$ cat src/rtl/ftdf_ram.sv
// ftdf_ram: generic single-port RAM with registered read
// no dependencies
`default_nettype none
module ftdf_ram #(
  parameter int WIDTH = 8,
  parameter int DEPTH = 16
) (
  input  wire                      clk,
  input  wire                      we,
  input  wire  [$clog2(DEPTH)-1:0] addr,
  input  wire  [WIDTH-1:0]         wdata,
  output logic [WIDTH-1:0]         rdata
);
  logic [WIDTH-1:0] mem [DEPTH];

  always_ff @(posedge clk) begin
    if (we) begin
      mem[addr] <= wdata;
    end
    rdata <= mem[addr];
  end
endmodule
`default_nettype wire

$ cat config.mk
export PLATFORM = sky130hd
export DESIGN_NAME = ftdf_ram
export DESIGN_NICKNAME = d
export VERILOG_FILES = /design/src/rtl/ftdf_ram.sv
export SDC_FILE = /design/constraint.sdc
export NUM_CORES = 1
export LEC_CHECK = 0
export ABC_CLOCK_PERIOD_IN_PS = 4900
export BUFFER_PORTS_ARGS = -buffer_cell sky130_fd_sc_hd__buf_2
export CAP_MARGIN = 0
export CORE_UTILIZATION = 60
export DETAILED_ROUTE_END_ITERATION = 8
export PLACE_DENSITY = 0.83
export SLEW_MARGIN = 30
export SYNTH_ARGS = -nofsm -noshare
export SYNTH_HDL_FRONTEND = slang
export SYNTH_SLANG_ARGS = --single-unit
$ cat constraint.sdc
create_clock -name clk -period 4.9 [get_ports clk]
set_clock_uncertainty 0.1 [all_clocks]
set_input_delay 0 -clock clk [delete_from_list [all_inputs] [get_ports clk]]
set_output_delay 0 -clock clk [all_outputs]
set_load 0.005 [all_outputs]
After elaboration in Yosys (flattened, before gate mapping). Memories as Yosys holds them, arrays and structs flattened. A register that Yosys moved wholly into a read port is not among the register bits. Cells that the tools add are included.

Muxes and demuxes: 2.

Operator list (number): two-way mux 1 bit (2).

RAM bits: 128. Register bits: 0. Memories kept: 1. Word-level logic and storage cells: 3.

Memory list: mem (words 16, bits a word 8, read ports 1, clocked after memory_dff 1, wr ports 1, line 14) `logic [WIDTH-1:0] mem [DEPTH];`.

Depth between registers and ports, before layout.
Depth after elaboration: 2. Mapped depth: 5. Mapped depth without buffers: 3.

Worst setup path before layout. Ideal clock, no wire load.

Path type: input to register. From: in addr[2]. To: mem mem[0][0], enable pin. Buffers on the path: 0. Required time: 4.417 ns. Stages: 2. Data arrival time: 1.110 ns. Library setup time: 0.383 ns. Setup slack: 3.307 ns. Cell sequence: or3b_2 nor3_1.

RTL lines: start: declaration (line 10) `input wire [$clog2(DEPTH)-1:0] addr,`; end: declaration (line 14).

No word-level cell before the write port.

Worst setup path in the final report.
From: in addr[0]. To: mem mem[1][0], enable pin.

No word-level cell before the write port.

==> impl_metrics.ini <==
[status]
status = complete, no violations

[drt]
drc_errors = 0
vias = 2486
antenna_left = 0
drt-wirelength-per-cell_um = 26.8
drt_pass1_iterations = 5
drtIter0Drc = 320
viasPerCell = 6.42
drt_wl_total_mm = 10.4

[floorplanning]
core_sq_mm = 0.00818
row_count = 33
fp.dieH_um = 93.9
die-area_sq_mm = 0.00882
initial_core_util_pct = 62.0
io_pins = 22
die_w_um = 93.9

[logic_synthesis]
synthTopCellsByArea = edfxtp_1, mux4_2, dfxtp_1
yosys_warnings = 0
async_reset_ff_share_pct = 0
postSynthCellCount = 230
synth_edf_count = 128
yosysTopAreaCell = edfxtp_1
avgSynthCellArea_sq_um = 22.0
ys_ff_latch = 136
synth_nets = 244
synth_most_common_cell = edfxtp_1
netlist.area_leader.share_pct = 75.9
yosysSeqAreaShare_pct = 79.0
yosysUniqueCellTypes = 18
synth_area_sq_mm = 0.00507
ys_top_cells_by_count = edfxtp_1, mux4_2, a22oi_1
synth_ff_type = edfxtp_1

[global_routing]
grt_max_degree = 40
grt_pass1_vias = 2528
grt_usage_pct = 26.8
antenna_found_initial = 0
grt_overflow = 0
grt_pass1_wl_mm = 15.5

[critical_path]
endpoint_kind = flip-flop
max_stage_delay_ps = 680
cp.arrival_ps = 1860
crit_family = buffers and inverters
crit_buf_inv = 2
startpoint_type = primary input
path_cells = buf_2, buf_4, nand2b_1, nor2_1
crit_path_top_delay_cell = nor2_1
critPathRequiredTime_ps = 4950
cp_max_fo = 21
setup.worst_path.class = primary input to flip-flop

[placed_design]
dp_hpwl_mm = 5.67
dpl_worst_slack_ps = 2570
gp_congestion = 0.757
port_buffers = 21

[cts]
cts_resized = 0
clock_tree.root_cell = clkbuf_8
clkLatencyLatePin_ps = 520
cts_tree = built
clock_path_buffers = 2
post-cts-setup-buffer-count = 0
cts.sinks = 136
clk_pin_slew_worst_paths_ps = 60
cts_buffers = 17
h-tree-depth = 4

[finish]
syn2layout_area_growth_pct = 18.1
final_util_pct = 73.2
nNetsFinal = 284
antennaDiodeCount = 0
layout-drive-gt1-share_pct = 30.9

[timing]
worst_pin_slew_ps = 933
holdWs_ps = 36.6
timing.final.ws_setup_ps = 3090
max-slew-margin-rel_pct = 37.8
maxSlewViolCount = 0
setup_viol = 0
rsz0062_at_grt = no
setup_tns_ps = 0
post-route-min-period_ps = 1810
period_share_pct = 37.0
final-hold-violation-count = 0
max_freq_ghz = 0.551

[power_and_ir_drop]
leakagePower_nw = 1.97
total_power_mw = 2.78
powerDensity_mw_per_mm2 = 464
peakVddDrop_mv = 0.397

[flow_run]
maxCapViolations = 0

[min_path]
min_path_type = primary input to flip-flop
==> state kept, by name (all words and copies together) (netlist names) <==
name	cells
mem	128
rdata	8
==> area by class of cell <==
type | instances | area, sq um
Clock buffer | 19 | 422
Clock inverter | 12 | 201
Fill cell | 443 | 2190
Multi-Input combinational cell | 83 | 1020
Sequential cell | 136 | 4000
Tap cell | 105 | 131
Timing Repair Buffer | 32 | 210
==> worst paths after layout <==
path         startpoint    endpoint  slack, ps  cells past startpoint
min             addr[2]  mem[12][4]         40                      3
max             addr[0]   mem[1][0]       3090                      4
max reg2reg   mem[7][6]    rdata[6]       3410                      3
min reg2reg   mem[3][0]    rdata[0]        610                      3
==> placed cells by master, fill, tap and decap left out, drive strengths merged <==
cell type / netlist / layout
a22oi: 16 / 16
and2: 1 / 1
buf: 8 / 23
bufinv: 0 / 5
clkbuf: 3 / 19
clkinv: 0 / 6
clkinvlp: 0 / 1
dfxtp: 8 / 8
dlygate4sd3: 0 / 9
edfxtp: 128 / 128
mux4: 32 / 32
nand2: 9 / 9
nand2b: 2 / 2
nand3: 1 / 1
nand3b: 2 / 2
nor2: 13 / 13
nor2b: 2 / 2
nor3: 4 / 4
or3b: 1 / 1
==> per-stage QoR <==
stage	cells	area [sq um]
final	387	5990
after global routing	387	5990
after CTS	387	5990
after detailed placement	347	5270
after global placement	347	5260
after floorplan	230	5070
==> metal layers <==
layer  part of all wire (%)  wire (um)  vias to the layer above  track usage (%)
met2                     51       5240                      171             41.4
met3                    9.5        988                       12             9.30
li1                       -          -                     1039                -
met4                    1.6        167                        0             9.49
met5                      0          0                        -                0
met1                     38       3970                     1264             36.0
==> worst min-delay path, cell delays in order <==
cell     delay, ps
buf_2          150
nand3_1        170
nor3_2         140
==> report_power, final <==
part	internal [mW]	total [mW]	leakage (nW)	switching, mW
sequential	1.30	1.31	1.22	0.00775
clock	0.875	1.35	0.299	0.471
combinational	0.0518	0.126	0.445	0.0741
total	2.23	2.78	1.97	0.553
==> timing repair <==
action	CTS	global route
setup endpoints to repair	0	0
hold buffers	9	0
endpoints found under the hold margin	136	0
==> cell families after synthesis <==
family | count (synthesis) | share of synthesized area (%)
flip-flops | 136 | 79.0
AND/OR/NAND/NOR | 35 | 3.21
multiplexers | 32 | 14.2
AO/OA/AOI/OAI | 16 | 2.37
buffers and inverters | 11 | 1.19
No activity file was read; power rests on OpenSTA's default activity.
