$ cat src/rtl/ftdf_pkg.sv
// ftdf_pkg: shared types and constants for the flow tuple dedup filter
// no dependencies
`default_nettype none
package ftdf_pkg;
  localparam logic [31:0] FNV_SEED  = 32'h811C9DC5;
  localparam logic [31:0] FNV_PRIME = 32'h01000193;
  localparam int V6_BYTES = 38;
  localparam int V4_BYTES = 10;
  localparam int V6_ENTRY_W = 64 * 4 + 16 * 2 + 32;
  localparam int V4_ENTRY_W = 32 * 2 + 16 * 2 + 32;

  typedef enum logic [2:0] {
    ST_CLEAR,
    ST_IDLE,
    ST_HASH,
    ST_READ,
    ST_CMP,
    ST_WRITE
  } state_t;
endpackage
`default_nettype wire

$ cat src/rtl/ftdf_hash.sv
// ftdf_hash: byte-serial fnv-1a unit, one byte per cycle while step is high, over a shift register
// depends on ftdf_pkg
`default_nettype none
module ftdf_hash (
  input  wire                                 clk,
  input  wire                                 load,
  input  wire  [ftdf_pkg::V6_BYTES*8-1:0]     bytes_in,
  input  wire                                 step,
  output logic [31:0]                         hash
);
  import ftdf_pkg::*;

  logic [V6_BYTES*8-1:0] sh_r;
  logic [31:0]           h_r;
  logic [31:0]           mixed;

  assign mixed = h_r ^ {24'd0, sh_r[7:0]};
  assign hash  = h_r;

  always_ff @(posedge clk) begin
    if (load) begin
      sh_r <= bytes_in;
      h_r  <= FNV_SEED;
    end else if (step) begin
      sh_r <= {8'd0, sh_r[V6_BYTES*8-1:8]};
      h_r  <= mixed * FNV_PRIME;
    end
  end
endmodule
`default_nettype wire

$ cat config.mk
export PLATFORM = sky130hd
export DESIGN_NAME = ftdf_hash
export DESIGN_NICKNAME = d
export VERILOG_FILES = /design/src/rtl/ftdf_pkg.sv /design/src/rtl/ftdf_hash.sv
export SDC_FILE = /design/constraint.sdc
export NUM_CORES = 1
export LEC_CHECK = 0
export BUFFER_PORTS_ARGS = -buffer_cell sky130_fd_sc_hd__buf_2
export CAP_MARGIN = 20
export CORE_AREA = 2 2 251 253
export DETAILED_ROUTE_END_ITERATION = 12
export DIE_AREA = 0 0 253 255
export PLACE_DENSITY = 0.49
export SLEW_MARGIN = 20
export SYNTH_ARGS = -nofsm -noshare
export SYNTH_HDL_FRONTEND = slang
export SYNTH_SLANG_ARGS = --single-unit
$ cat constraint.sdc
create_clock -name clk -period 16.3 [get_ports clk]
set_clock_uncertainty 0.2 [all_clocks]
set_input_delay 1.63 -clock clk [delete_from_list [all_inputs] [get_ports clk]]
set_output_delay 1.63 -clock clk [all_outputs]
set_load 0.02 [all_outputs]
## Word level (Yosys, flattened, before mapping)

Cells that the tools add are included.
W data, S select, Z words.

| storage, ports and cells | value |
|---|---|
| flip-flop bits (word level) | 336 |
| input port bits | 307 |
| word-level logic and storage cells | 7 |

| cells by class | value |
|---|---|
| multipliers | 1 |
| muxes and demuxes | 2 |
| bitwise operators | 1 |
| reduce and logical (&&, ||, !) cells | 1 |

Operators with widths:

| kind | count |
|---|---|
| $mux W304 | 2 |
| $mul A32 B25 Y32 const B | 1 |
| $xor A32 B8 Y32 | 1 |
| $reduce_bool A2 Y1 | 1 |

## Longest topological paths before layout

Gate-level depths: netlist of run 1.

| depth | value |
|---|---|
| word-level depth | 2 |
| mapped depth | 20 |

## Worst setup path after synthesis of run 1

OpenSTA, ideal clock, no wires.

| path | value |
|---|---|
| path type | input to register |
| start | in load |
| end | reg sh_r[0], enable pin |
| setup time | 0.655 ns |
| data arrival time | 8.099 ns |
| data required time | 15.445 ns |
| slack | 7.346 ns |
| stages | 4 |
| cell sequence | clkbuf_1 clkbuf_1 nor2_1 inv_1 |

| between the ends | value |
|---|---|
| cells in the longest elaborated chain, start to end | 1 |

Ends and longest elaborated chain:

| element | RTL line | source |
|---|---|---|
| start: declaration | ftdf_hash.sv:6 | `input wire load,` |
| $reduce_bool A2 Y1 (no source line) | n/a |  |
| end signal: assignment | ftdf_hash.sv:22 | `sh_r <= bytes_in;` |
| end signal: assignment | ftdf_hash.sv:25 | `sh_r <= {8'd0, sh_r[V6_BYTES*8-1:8]};` |
| end: declaration | ftdf_hash.sv:13 | `logic [V6_BYTES*8-1:0] sh_r;` |

No other way between the ends.
A chain may end at the register's enable or synchronous reset.

## Final worst setup path of run 1

| path | value |
|---|---|
| start | reg h_r[7] (netlist: hash[7]) |
| end | reg h_r[29] (netlist: hash[29]) |

| between the ends | value |
|---|---|
| cells in the longest elaborated chain, start to end | 2 |

Ends and longest elaborated chain:

| element | RTL line | source |
|---|---|---|
| start: declaration | ftdf_hash.sv:14 | `logic [31:0] h_r;` |
| start signal: assignment | ftdf_hash.sv:26 | `h_r <= mixed * FNV_PRIME;` |
| $xor A32 B8 Y32 | ftdf_hash.sv:17 | `assign mixed = h_r ^ {24'd0, sh_r[7:0]};` |
| $mul A32 B25 Y32 | ftdf_hash.sv:26 |  |

No other way between the ends.

==> results of run 1 <==
==> kinds of logic (layout without fill, tap and decap cells) <==
logic type      count (synthesis)  in the layout  share of synthesized area [%]
compound gates                118            118                          4.285
mux                           300            300                          17.14
simple gates                  105            105                          2.810
buf+inv                       231            578                          4.940
xor+xnor                       43             43                          1.952
fa+ha+maj                     258            258                          19.23
flops                         336            336                          49.64
other cells                     0             10                              0
==> final timing paths <==
| check | to | slack, ns | cells after the start | startpoint |
|---|---|---|---|---|
| min | sh_r[191] | 0.34 | 1 | sh_r[199] |
| min reg2reg | sh_r[191] | 0.34 | 1 | sh_r[199] |
| max reg2reg | hash[29] | 10.40 | 18 | hash[7] |
| max | hash[29] | 10.40 | 18 | hash[7] |
==> metal layers <==
metal | track usage, % | vias up | wire length, um
met5 | 0 | - | 244
li1 | - | 5670 | -
met2 | 26.47 | 250 | 24920
met4 | 4.277 | 40 | 1125
met1 | 17.54 | 5651 | 19380
met3 | 5.197 | 102 | 3383
==> metrics by stage <==
stage	utilization [%]	setup slack (ns)	hold WS, ns
6_report	37.61	10.40	0.3373
5_1_grt	37.59	10.11	0.3557
4_1_cts	37.57	10.35	0.3453
3_5_place_dp	35.53	10.40	0.3333
3_3_place_gp	35.53	10.43	0.3140
2_1_floorplan	-	7.346	0.2736
==> synth_stat cells, drive strengths merged, types with 3 or more instances <==
cell type / number
a2111o: 3
a211o: 4
a211oi: 9
a21o: 12
a21oi: 39
and2: 11
and3: 4
and4: 3
buf: 30
clkbuf: 39
dfxtp: 32
edfxtp: 304
fa: 74
ha: 184
inv: 162
mux2: 296
mux2i: 4
nand2: 21
nand3: 5
nand4b: 4
nor2: 30
nor2b: 6
nor3: 4
nor3b: 3
o211ai: 3
o21ai: 21
o21bai: 4
o221ai: 3
or3: 6
xnor2: 21
xor2: 22
==> worst max-delay path: cells and delay by family, from the launching register on <==
kind	cells	cell delay, ns
AOI/OAI and AO/OA	4	0.86
DFF	1	0.44
buffers and inverters	2	0.10
adders and majority gates	8	2.89
and+or+nand+nor	3	0.73
xor gates and xnor gates	1	0.56
==> layout make-up <==
| cell class | instances | area share, % |
|---|---|---|
| inverter | 162 | 2.633 |
| clock inverter | 17 | 0.9472 |
| tap | 799 | 4.276 |
| timing repair buffer | 346 | 7.535 |
| antenna | 10 | 0.1070 |
| sequential | 336 | 41.79 |
| clock buffer | 53 | 4.490 |
| multi-input combinational | 824 | 38.23 |
==> cell usage in the layout (no fill, tap or decap), types with 3 or more instances in the layout <==
cell type     n
buf_2       337
edfxtp_1    304
mux2_2      296
ha_1        184
inv_1       161
fa_1         74
clkbuf_16    40
a21oi_1      34
dfxtp_1      32
nor2_1       30
xor2_1       21
nand2_1      21
xnor2_1      21
o21ai_0      18
clkbuf_1     13
a21o_1       12
diode_2      10
and2_1       10
buf_4         8
a211oi_1      7
nor2b_1       6
or3_1         6
nand3_1       5
a211o_1       4
mux2i_1       4
and3_1        4
o21bai_1      4
nor3_1        4
nand4b_1      4
clkinvlp_4    4
a21oi_2       3
a2111o_1      3
o221ai_1      3
clkinv_2      3
bufinv_16     3
clkinv_1      3
==> state kept, by name (all words and copies together) (netlist names) <==
register,cells
sh_r,304
hash,32
==> run_results.csv, run 1 <==
group,metric,value,unit
global_route,grt_pass1_wl,73.94,mm
synthesis,syn_nets,1956,
clock_tree,cts_setup_buffers,0,
route,drc,0,
setup_path,slowest_delay,0.56,ns
synthesis,synth_edf_count,304,
route,wl_per_cell,19.26,um
setup_path,critPathSlowestCell,"xor2_1",
global_route,first_global_vias,12446,
synthesis,async_flop_share,0,%
global_route,grt.overflow.total,0,
place,gp_congestion,0.8069,
timing,worst_pin_slew,1.065,ns
route,vias,11713,
setup_path,crit_chain,"xor2_1, ha_1, ha_1, fa_1, ha_1, fa_1, ha_1, inv_1, fa_1, inv_1, ha_1, and4_4, and2_4, a22oi_1, a21o_1, a211oi_1, or3_1, a31o_1",
setup_path,crit_fanout,6,
layout,instances_no_fill,2547,
clock_tree,clock_latency,0.56,ns
synthesis,synth.area.top_cells,"edfxtp_1 46%, mux2_2 17%, ha_1 12%, fa_1 7.5%, dfxtp_1 3.3%",
layout,drive_gt1_share,41.08,%
clock_tree,cts_sinks,336,
synthesis,synthCells,1391,
status,status,"complete, no violations",
setup_path,cp-end-kind,"flop",
min_path,hold_class,"flop to flop",
timing,max_freq,0.1696,GHz
floorplan,die_height,255,um
synthesis,synth_flop_cell,"edfxtp_1",
route,first_pass_iters,4,
route,drt_iter0_drc,584,
route,ant_nets,0,
global_route,grt_max_degree,137,
route,via_per_inst,4.599,
layout,nets,2275,
layout,n_fill_cell,6130,
clock_tree,cts_tree,"yes",
clock_tree,cts_buffers,40,
timing,tns,0,ns
clock_tree,holdBufCountCts,0,
floorplan,die_w,253,um
place,place_hpwl,36.45,mm
setup_path,crit_type,"flop to flop",
floorplan,dieArea,64520,um2
synthesis,synth_area_leader_cell,"edfxtp_1",
layout,multi_input_area,8937,um2
timing,max_slew_margin,28.98,%
route,routed_wl,49.05,mm
clock_tree,path_clk_slew,0.06,ns
synthesis,syn_area_per_cell,14.15,um2
timing,rsz0062_at_grt,"false",
synthesis,synth_cell_type_count,65,
setup_path,startpoint_type,"flop",
floorplan,start_util,31.66,%
job,drv_cap,0,
synthesis,mappedNetlistArea,19680,um2
place,place_area,22080,um2
layout,design_area,23380,um2
synthesis,yosysSeqAreaShare,49.64,%
setup_path,crit_top_cell,"ha_1",
timing,setup_viol,0,
floorplan,core_area,62160,um2
floorplan,fp-row-count,92,
place,dp_cells,2467,
synthesis,yosysTopAreaCellShare,46.39,%
synthesis,ys_ff_latch,336,
setup_path,cp.arrival,6.13,ns
global_route,grt_usage,15.12,%
timing,timing.final.crit_share,36.17,%
timing,hold_viol_final,0,
clock_tree,cts_root_buffer,"clkbuf_16",
synthesis,yosys_warnings,0,
clock_tree,cts_max_path_buffers,3,
clock_tree,cts_max_level,2,
setup_path,cp_data_required_time,16.54,ns
place,numPortBuffers,338,
floorplan,pin_count,339,
timing,slew_violations,0,
layout,area_growth,18.81,%
global_route,antenna_found_initial,30,
layout,ff_latch_area,9769,um2
timing,fin_crit,5.896,ns
clock_tree,ctsResizeCount,0,
Power of run 1 is not shown: default switching activity piles up to over one toggle a cycle in this logic, so the estimate is an artifact.
==> run 2, diff against run 1 <==
- PLACE_DENSITY: 0.49 -> 0.51
- clock period: 16.3 -> 5.1 ns (I/O delays scaled with it)
==> run 2 against run 1 <==
The run now ends with setup timing left. Worst setup slack worse by 11 ns. Design area is 6.4% higher. Count of clock-buffer cells in the layout is 1 higher. Sequential share of layout area is 2.4 points lower. Non-clock buffer count is 121 higher. Worst hold slack worse by 0.30 ns. Cell count is 4.8% higher. First-iteration DRC count is 23% higher. Flip-flop and latch count stayed put. Critical endpoint is now hash[30].
==> run_results.csv, run 2 (synthesized netlist as in run 1, its figures left out) <==
group,metric,value,unit
floorplan,die_w,253,um
floorplan,fp-row-count,92,
setup_path,crit_type,"flop to flop",
route,wl_per_cell,18.83,um
status,status,"complete, but fails checks",
clock_tree,clock_latency,0.56,ns
setup_path,crit_family,"adder cells",
clock_tree,cts_max_path_buffers,3,
clock_tree,cts_sinks,336,
timing,max_freq,0.1905,GHz
layout,n_fill_cell,5968,
route,via_per_inst,4.616,
layout,drive_gt1_share,48.93,%
timing,max_slew_margin,36.28,%
global_route,grt_usage,15.30,%
route,ant_nets,0,
timing,hold_viol_final,0,
floorplan,die_height,255,um
route,vias,12325,
setup_path,slowest_delay,0.55,ns
route,drc,0,
global_route,grt_pass1_wl,75.30,mm
clock_tree,cts_buffers,41,
setup_path,cp-end-kind,"flop",
setup_path,critical_path_buf_inv_count,4,
global_route,antenna_found_initial,29,
global_route,grt_max_degree,170,
route,routed_wl,50.27,mm
timing,setup_viol,12,
route,first_pass_iters,4,
setup_path,critPathSlowestCell,"fa_1",
timing,rsz0062_at_grt,"true",
timing,fin_ws,-0.1481,ns
status,violations,"setup timing",
timing,fin_crit,5.248,ns
clock_tree,cts_max_level,2,
layout,multi_input_area,9427,um2
place,place_hpwl,37.90,mm
setup_path,cp_data_required_time,5.36,ns
layout,ff_latch_area,9787,um2
layout,area_growth,26.43,%
floorplan,core_area,62160,um2
setup_path,startpoint_type,"flop",
global_route,first_global_vias,13102,
min_path,hold_class,"input pin to flop",
timing,worst_pin_slew,0.9558,ns
floorplan,start_util,31.66,%
timing,tns,-0.9012,ns
setup_path,crit_top_cell,"fa_1",
layout,regMostFlops,"sh_r",
floorplan,dieArea,64520,um2
layout,largest_register_ffs,304,
clock_tree,cts_tree,"yes",
timing,slew_violations,0,
route,drt_iter0_drc,720,
setup_path,regToRegSetupSlack,-0.15,ns
place,gp_congestion,0.8384,
timing,timing.final.crit_share,102.9,%
global_route,grt.overflow.total,0,
setup_path,cp.arrival,5.51,ns
layout,nets,2397,
layout,final_common_cell,"buf_2",
layout,layout_common_cells,"337 x buf_2, 304 x edfxtp_1, 296 x mux2_2, 162 x ha_1, 158 x inv_1",
setup_path,crit_fanout,5,
floorplan,pin_count,339,
place,numPortBuffers,338,
clock_tree,cts_root_buffer,"clkbuf_16",
job,drv_cap,0,
clock_tree,path_clk_slew,0.06,ns
setup_path,crit_chain,"xor2_2, buf_4, xor2_1, ha_1, fa_1, ha_2, fa_1, ha_1, inv_1, fa_1, inv_1, ha_4, and4_4, and3_4, buf_4, nand3_4, o211ai_4, a2111o_1, a2111o_1, o221ai_1",
[run 2: cell types whose count changed in the layout (fill, tap and decap cells not counted), sizes merged]
cell / before / now
buf: 346 / 461
bufinv: 3 / 2
clkbuf: 53 / 54
clkinv: 9 / 13
clkinvlp: 4 / 3
diode: 10 / 9
dlygate4sd3: 0 / 6
[run 2: worst reg2reg max path, stage by stage (launching register included)]
cell and delay [ns]:
edfxtp_1 0.42, xor2_2 0.21, buf_4 0.15, xor2_1 0.15, ha_1 0.27, fa_1 0.55, ha_2 0.19, fa_1 0.41
ha_1 0.30, inv_1 0.05, fa_1 0.48, inv_1 0.06, ha_4 0.23, and4_4 0.20, and3_4 0.18, buf_4 0.13
nand3_4 0.05, o211ai_4 0.09, a2111o_1 0.41, a2111o_1 0.38, o221ai_1 0.07
[run 2: final timing paths]
check	from	to	cells past startpoint
worst max register to register	sh_r[2]	hash[30]	20
worst min-delay path	bytes_in[95]	sh_r[95]	2
worst max-delay path	sh_r[2]	hash[30]	20
worst min register to register	sh_r[75]	sh_r[67]	1
[run 2: per-stage QoR]
step | hold slack, ns | instances | worst slack [ns] | cell area, um2 | utilization, %
3_5_place_dp | 0.3323 | 2566 | -0.4343 | 23000 | 37.00
4_1_cts | 0.001021 | 2651 | -0.1923 | 24550 | 39.50
5_1_grt | 0.01447 | 2665 | -0.3310 | 24870 | 40.01
3_3_place_gp | 0.3263 | 2565 | -0.4272 | 22970 | 36.96
6_report | 0.04187 | 2670 | -0.1481 | 24880 | 40.03
2_1_floorplan | 0.2736 | 1391 | -1.039 | 19810 | -
[run 2: repair_timing]
action                     4_1_cts  5_1_grt
hold endpoints to repair         6        0
hold buffers                     6        0
cloned                           0        0
setup buffers                    7       10
resized for setup               37       45
setup endpoints to repair       16       17
pin swaps                       43       48
[run 2: metal layers]
metal / up-vias / part of all wire [%] / track usage (%)
li1: 5904 / - / -
met5: - / 0.54 / 0
met3: 104 / 6.6 / 5.034
met4: 44 / 2.2 / 4.108
met1: 6010 / 40 / 17.86
met2: 263 / 51 / 26.95
[run 2: layout make-up]
cell class	count	area share, %
antenna	9	0.09052
clock buffer	54	4.320
clock inverter	19	0.7694
inverter	162	2.459
multi-input combinational	824	37.89
sequential	336	39.34
tap	799	4.018
timing repair buffer	467	11.12
Power of run 2 is left out for the same reason.
==> run 3, diff against run 2 <==
--- a/constraint.sdc
+++ b/constraint.sdc
@@ -4,2 +4,2 @@
 set_output_delay 0.51 -clock clk [all_outputs]
-set_load 0.02 [all_outputs]
+set_load 0.01 [all_outputs]
==> run 3 against run 2 <==
The flow still finishes with violations (setup timing). Utilization fell by 0.24 points. Worst hold slack improved by 0.011 ns. Sequential share of layout area rose by 0.20 points. Critical path depth did not move. Die area did not move. Via count fell by 0.61%. Global-route usage rose by 0.22 points. Flip-flop and latch count did not move. First-iteration DRC count fell by 6.8%. Routed wire length barely moved. Critical path type unchanged.
==> run_results.csv, run 3 (synthesized netlist as in run 1, its figures left out) <==
group,metric,value,unit
status,status,"complete, but fails checks",
status,violations,"setup timing",
route,wl_per_cell,18.87,um
floorplan,fp-row-count,92,
min_path,worstHoldStart,"bytes_in[255]",
timing,hold_viol_final,0,
setup_path,rr_startpoint,"sh_r[2]",
timing,max_slew_margin,38.35,%
setup_path,critPathSlowestCell,"fa_1",
setup_path,ff2ff_path_depth,20,
floorplan,pin_count,339,
route,drt_iter0_drc,671,
setup_path,worst_r2r_endpoint,"hash[27]",
floorplan,core_area,62160,um2
timing,fin_crit,5.263,ns
timing,slew_violations,0,
floorplan,die_height,255,um
timing,setup_viol,11,
job,drv_cap,0,
setup_path,critical_path_buf_inv_count,4,
place,place_hpwl,38.14,mm
global_route,grt_pass1_wl,76.31,mm
route,via_per_inst,4.600,
clock_tree,clock_latency,0.55,ns
global_route,grt_max_degree,121,
setup_path,crit_type,"flop to flop",
clock_tree,cts_sinks,336,
route,vias,12250,
clock_tree,cts_tree,"yes",
global_route,antenna_found_initial,28,
route,drc,0,
global_route,grt_usage,15.52,%
setup_path,crit_top_cell,"fa_1",
min_path,min_to,"sh_r[255]",
place,numPortBuffers,338,
timing,rsz0062_at_grt,"true",
timing,fin_ws,-0.1634,ns
floorplan,start_util,31.66,%
setup_path,startpoint_type,"flop",
timing,timing.final.crit_share,103.2,%
layout,nets,2390,
layout,final_common_cell,"buf_2",
layout,largest_register_ffs,304,
route,first_pass_iters,4,
timing,worst_pin_slew,0.9247,ns
timing,max_freq,0.1900,GHz
min_path,hold_class,"input pin to flop",
route,ant_nets,0,
setup_path,crit_family,"adder cells",
setup_path,slowest_delay,0.56,ns
setup_path,cp-end-kind,"flop",
global_route,grt.overflow.total,0,
floorplan,dieArea,64520,um2
layout,regMostFlops,"sh_r",
place,dpl_worst_slack,-0.4038,ns
setup_path,cp_data_required_time,5.29,ns
min_path,holdPathStages,2,
layout,area_growth,25.68,%
setup_path,regToRegSetupSlack,-0.16,ns
place,gp_congestion,0.8624,
clock_tree,cts_buffers,41,
clock_tree,cts_max_level,2,
setup_path,cp.arrival,5.46,ns
floorplan,die_w,253,um
clock_tree,cts_max_path_buffers,3,
layout,layout_common_cells,"337 x buf_2, 304 x edfxtp_1, 296 x mux2_2, 170 x ha_1, 159 x inv_1",
global_route,first_global_vias,13052,
setup_path,crit_fanout,5,
clock_tree,path_clk_slew,0.06,ns
route,routed_wl,50.25,mm
layout,drive_gt1_share,48.01,%
clock_tree,cts_root_buffer,"clkbuf_16",
setup_path,crit_chain,"xor2_2, buf_4, xor2_1, ha_1, fa_1, ha_2, fa_1, ha_1, inv_1, fa_1, inv_2, ha_4, and4_4, and3_4, a21bo_4, a21o_4, buf_6, a21oi_4, xnor2_2, a211oi_2",
-- run 3: changes by cell type in the layout (fill, tap and decap cells not counted), sizes merged --
cell / previous run / this run
dlygate4sd3: 6 / 0
bufinv: 2 / 5
clkbuf: 54 / 51
buf: 461 / 460
clkinv: 13 / 14
clkinvlp: 3 / 2
diode: 9 / 8
inv: 163 / 164
-- run 3: area by class of cell --
type	instances	area [um2]
fill	5965	37430
sequential	336	9779
multi-input combinational	824	9321
timing repair buffer	460	2688
clock buffer	51	1064
tap	799	999.7
inverter	162	611.8
clock inverter	23	249.0
antenna	8	20.02
-- run 3: per-stage QoR --
stage                     cell area [um2]  hold slack [ns]  utilization (%)  cells  setup TNS (ns)
after floorplan                     19790           0.2736                -   1391         -317.13
after global placement              22990           0.3251            36.99   2569          -1.865
after detailed placement            22990           0.3327            36.99   2569          -2.344
after CTS                           24490         0.003647            39.40   2649         -0.6244
after global routing                24730          0.01734            39.78   2661          -3.276
final                               24730          0.05250            39.79   2663         -0.9216
-- run 3: worst max path at each step --
| stage | start | slack [ns] | end | cells after the start |
|---|---|---|---|---|
| after CTS | sh_r[2] | -0.15 | hash[27] | 20 |
| after floorplan | load | -1.04 | sh_r[0] | 4 |
| after global routing | sh_r[6] | -0.29 | hash[27] | 19 |
| after detailed placement | sh_r[2] | -0.40 | hash[14] | 15 |
| final | sh_r[2] | -0.16 | hash[27] | 20 |
| after global placement | sh_r[2] | -0.44 | hash[14] | 15 |
-- run 3: layer usage --
| metal | vias up | wire length, um | track usage, % |
|---|---|---|---|
| met2 | 272 | 25340 | 26.83 |
| met3 | 103 | 3306 | 5.126 |
| met4 | 40 | 1045 | 3.922 |
| li1 | 5905 | - | - |
| met5 | - | 222 | 0 |
| met1 | 5930 | 20340 | 18.62 |
-- run 3: worst register-to-register path, cell delays in order (launching register included) --
cell and delay, ns:
edfxtp_1 0.43, xor2_2 0.18, buf_4 0.15, xor2_1 0.13, ha_1 0.33, fa_1 0.56, ha_2 0.20, fa_1 0.41
ha_1 0.29, inv_1 0.04, fa_1 0.49, inv_2 0.05, ha_4 0.28, and4_4 0.24, and3_4 0.19, a21bo_4 0.24
a21o_4 0.22, buf_6 0.12, a21oi_4 0.16, xnor2_2 0.13, a211oi_2 0.08
-- run 3: repair_timing --
action | 4_1_cts | 5_1_grt
setup buffers | 6 | 6
endpoints found under the setup margin | 16 | 19
pin swaps | 16 | 26
hold buffers | 0 | 0
resized for setup | 32 | 35
Power of run 3 is left out for the same reason.
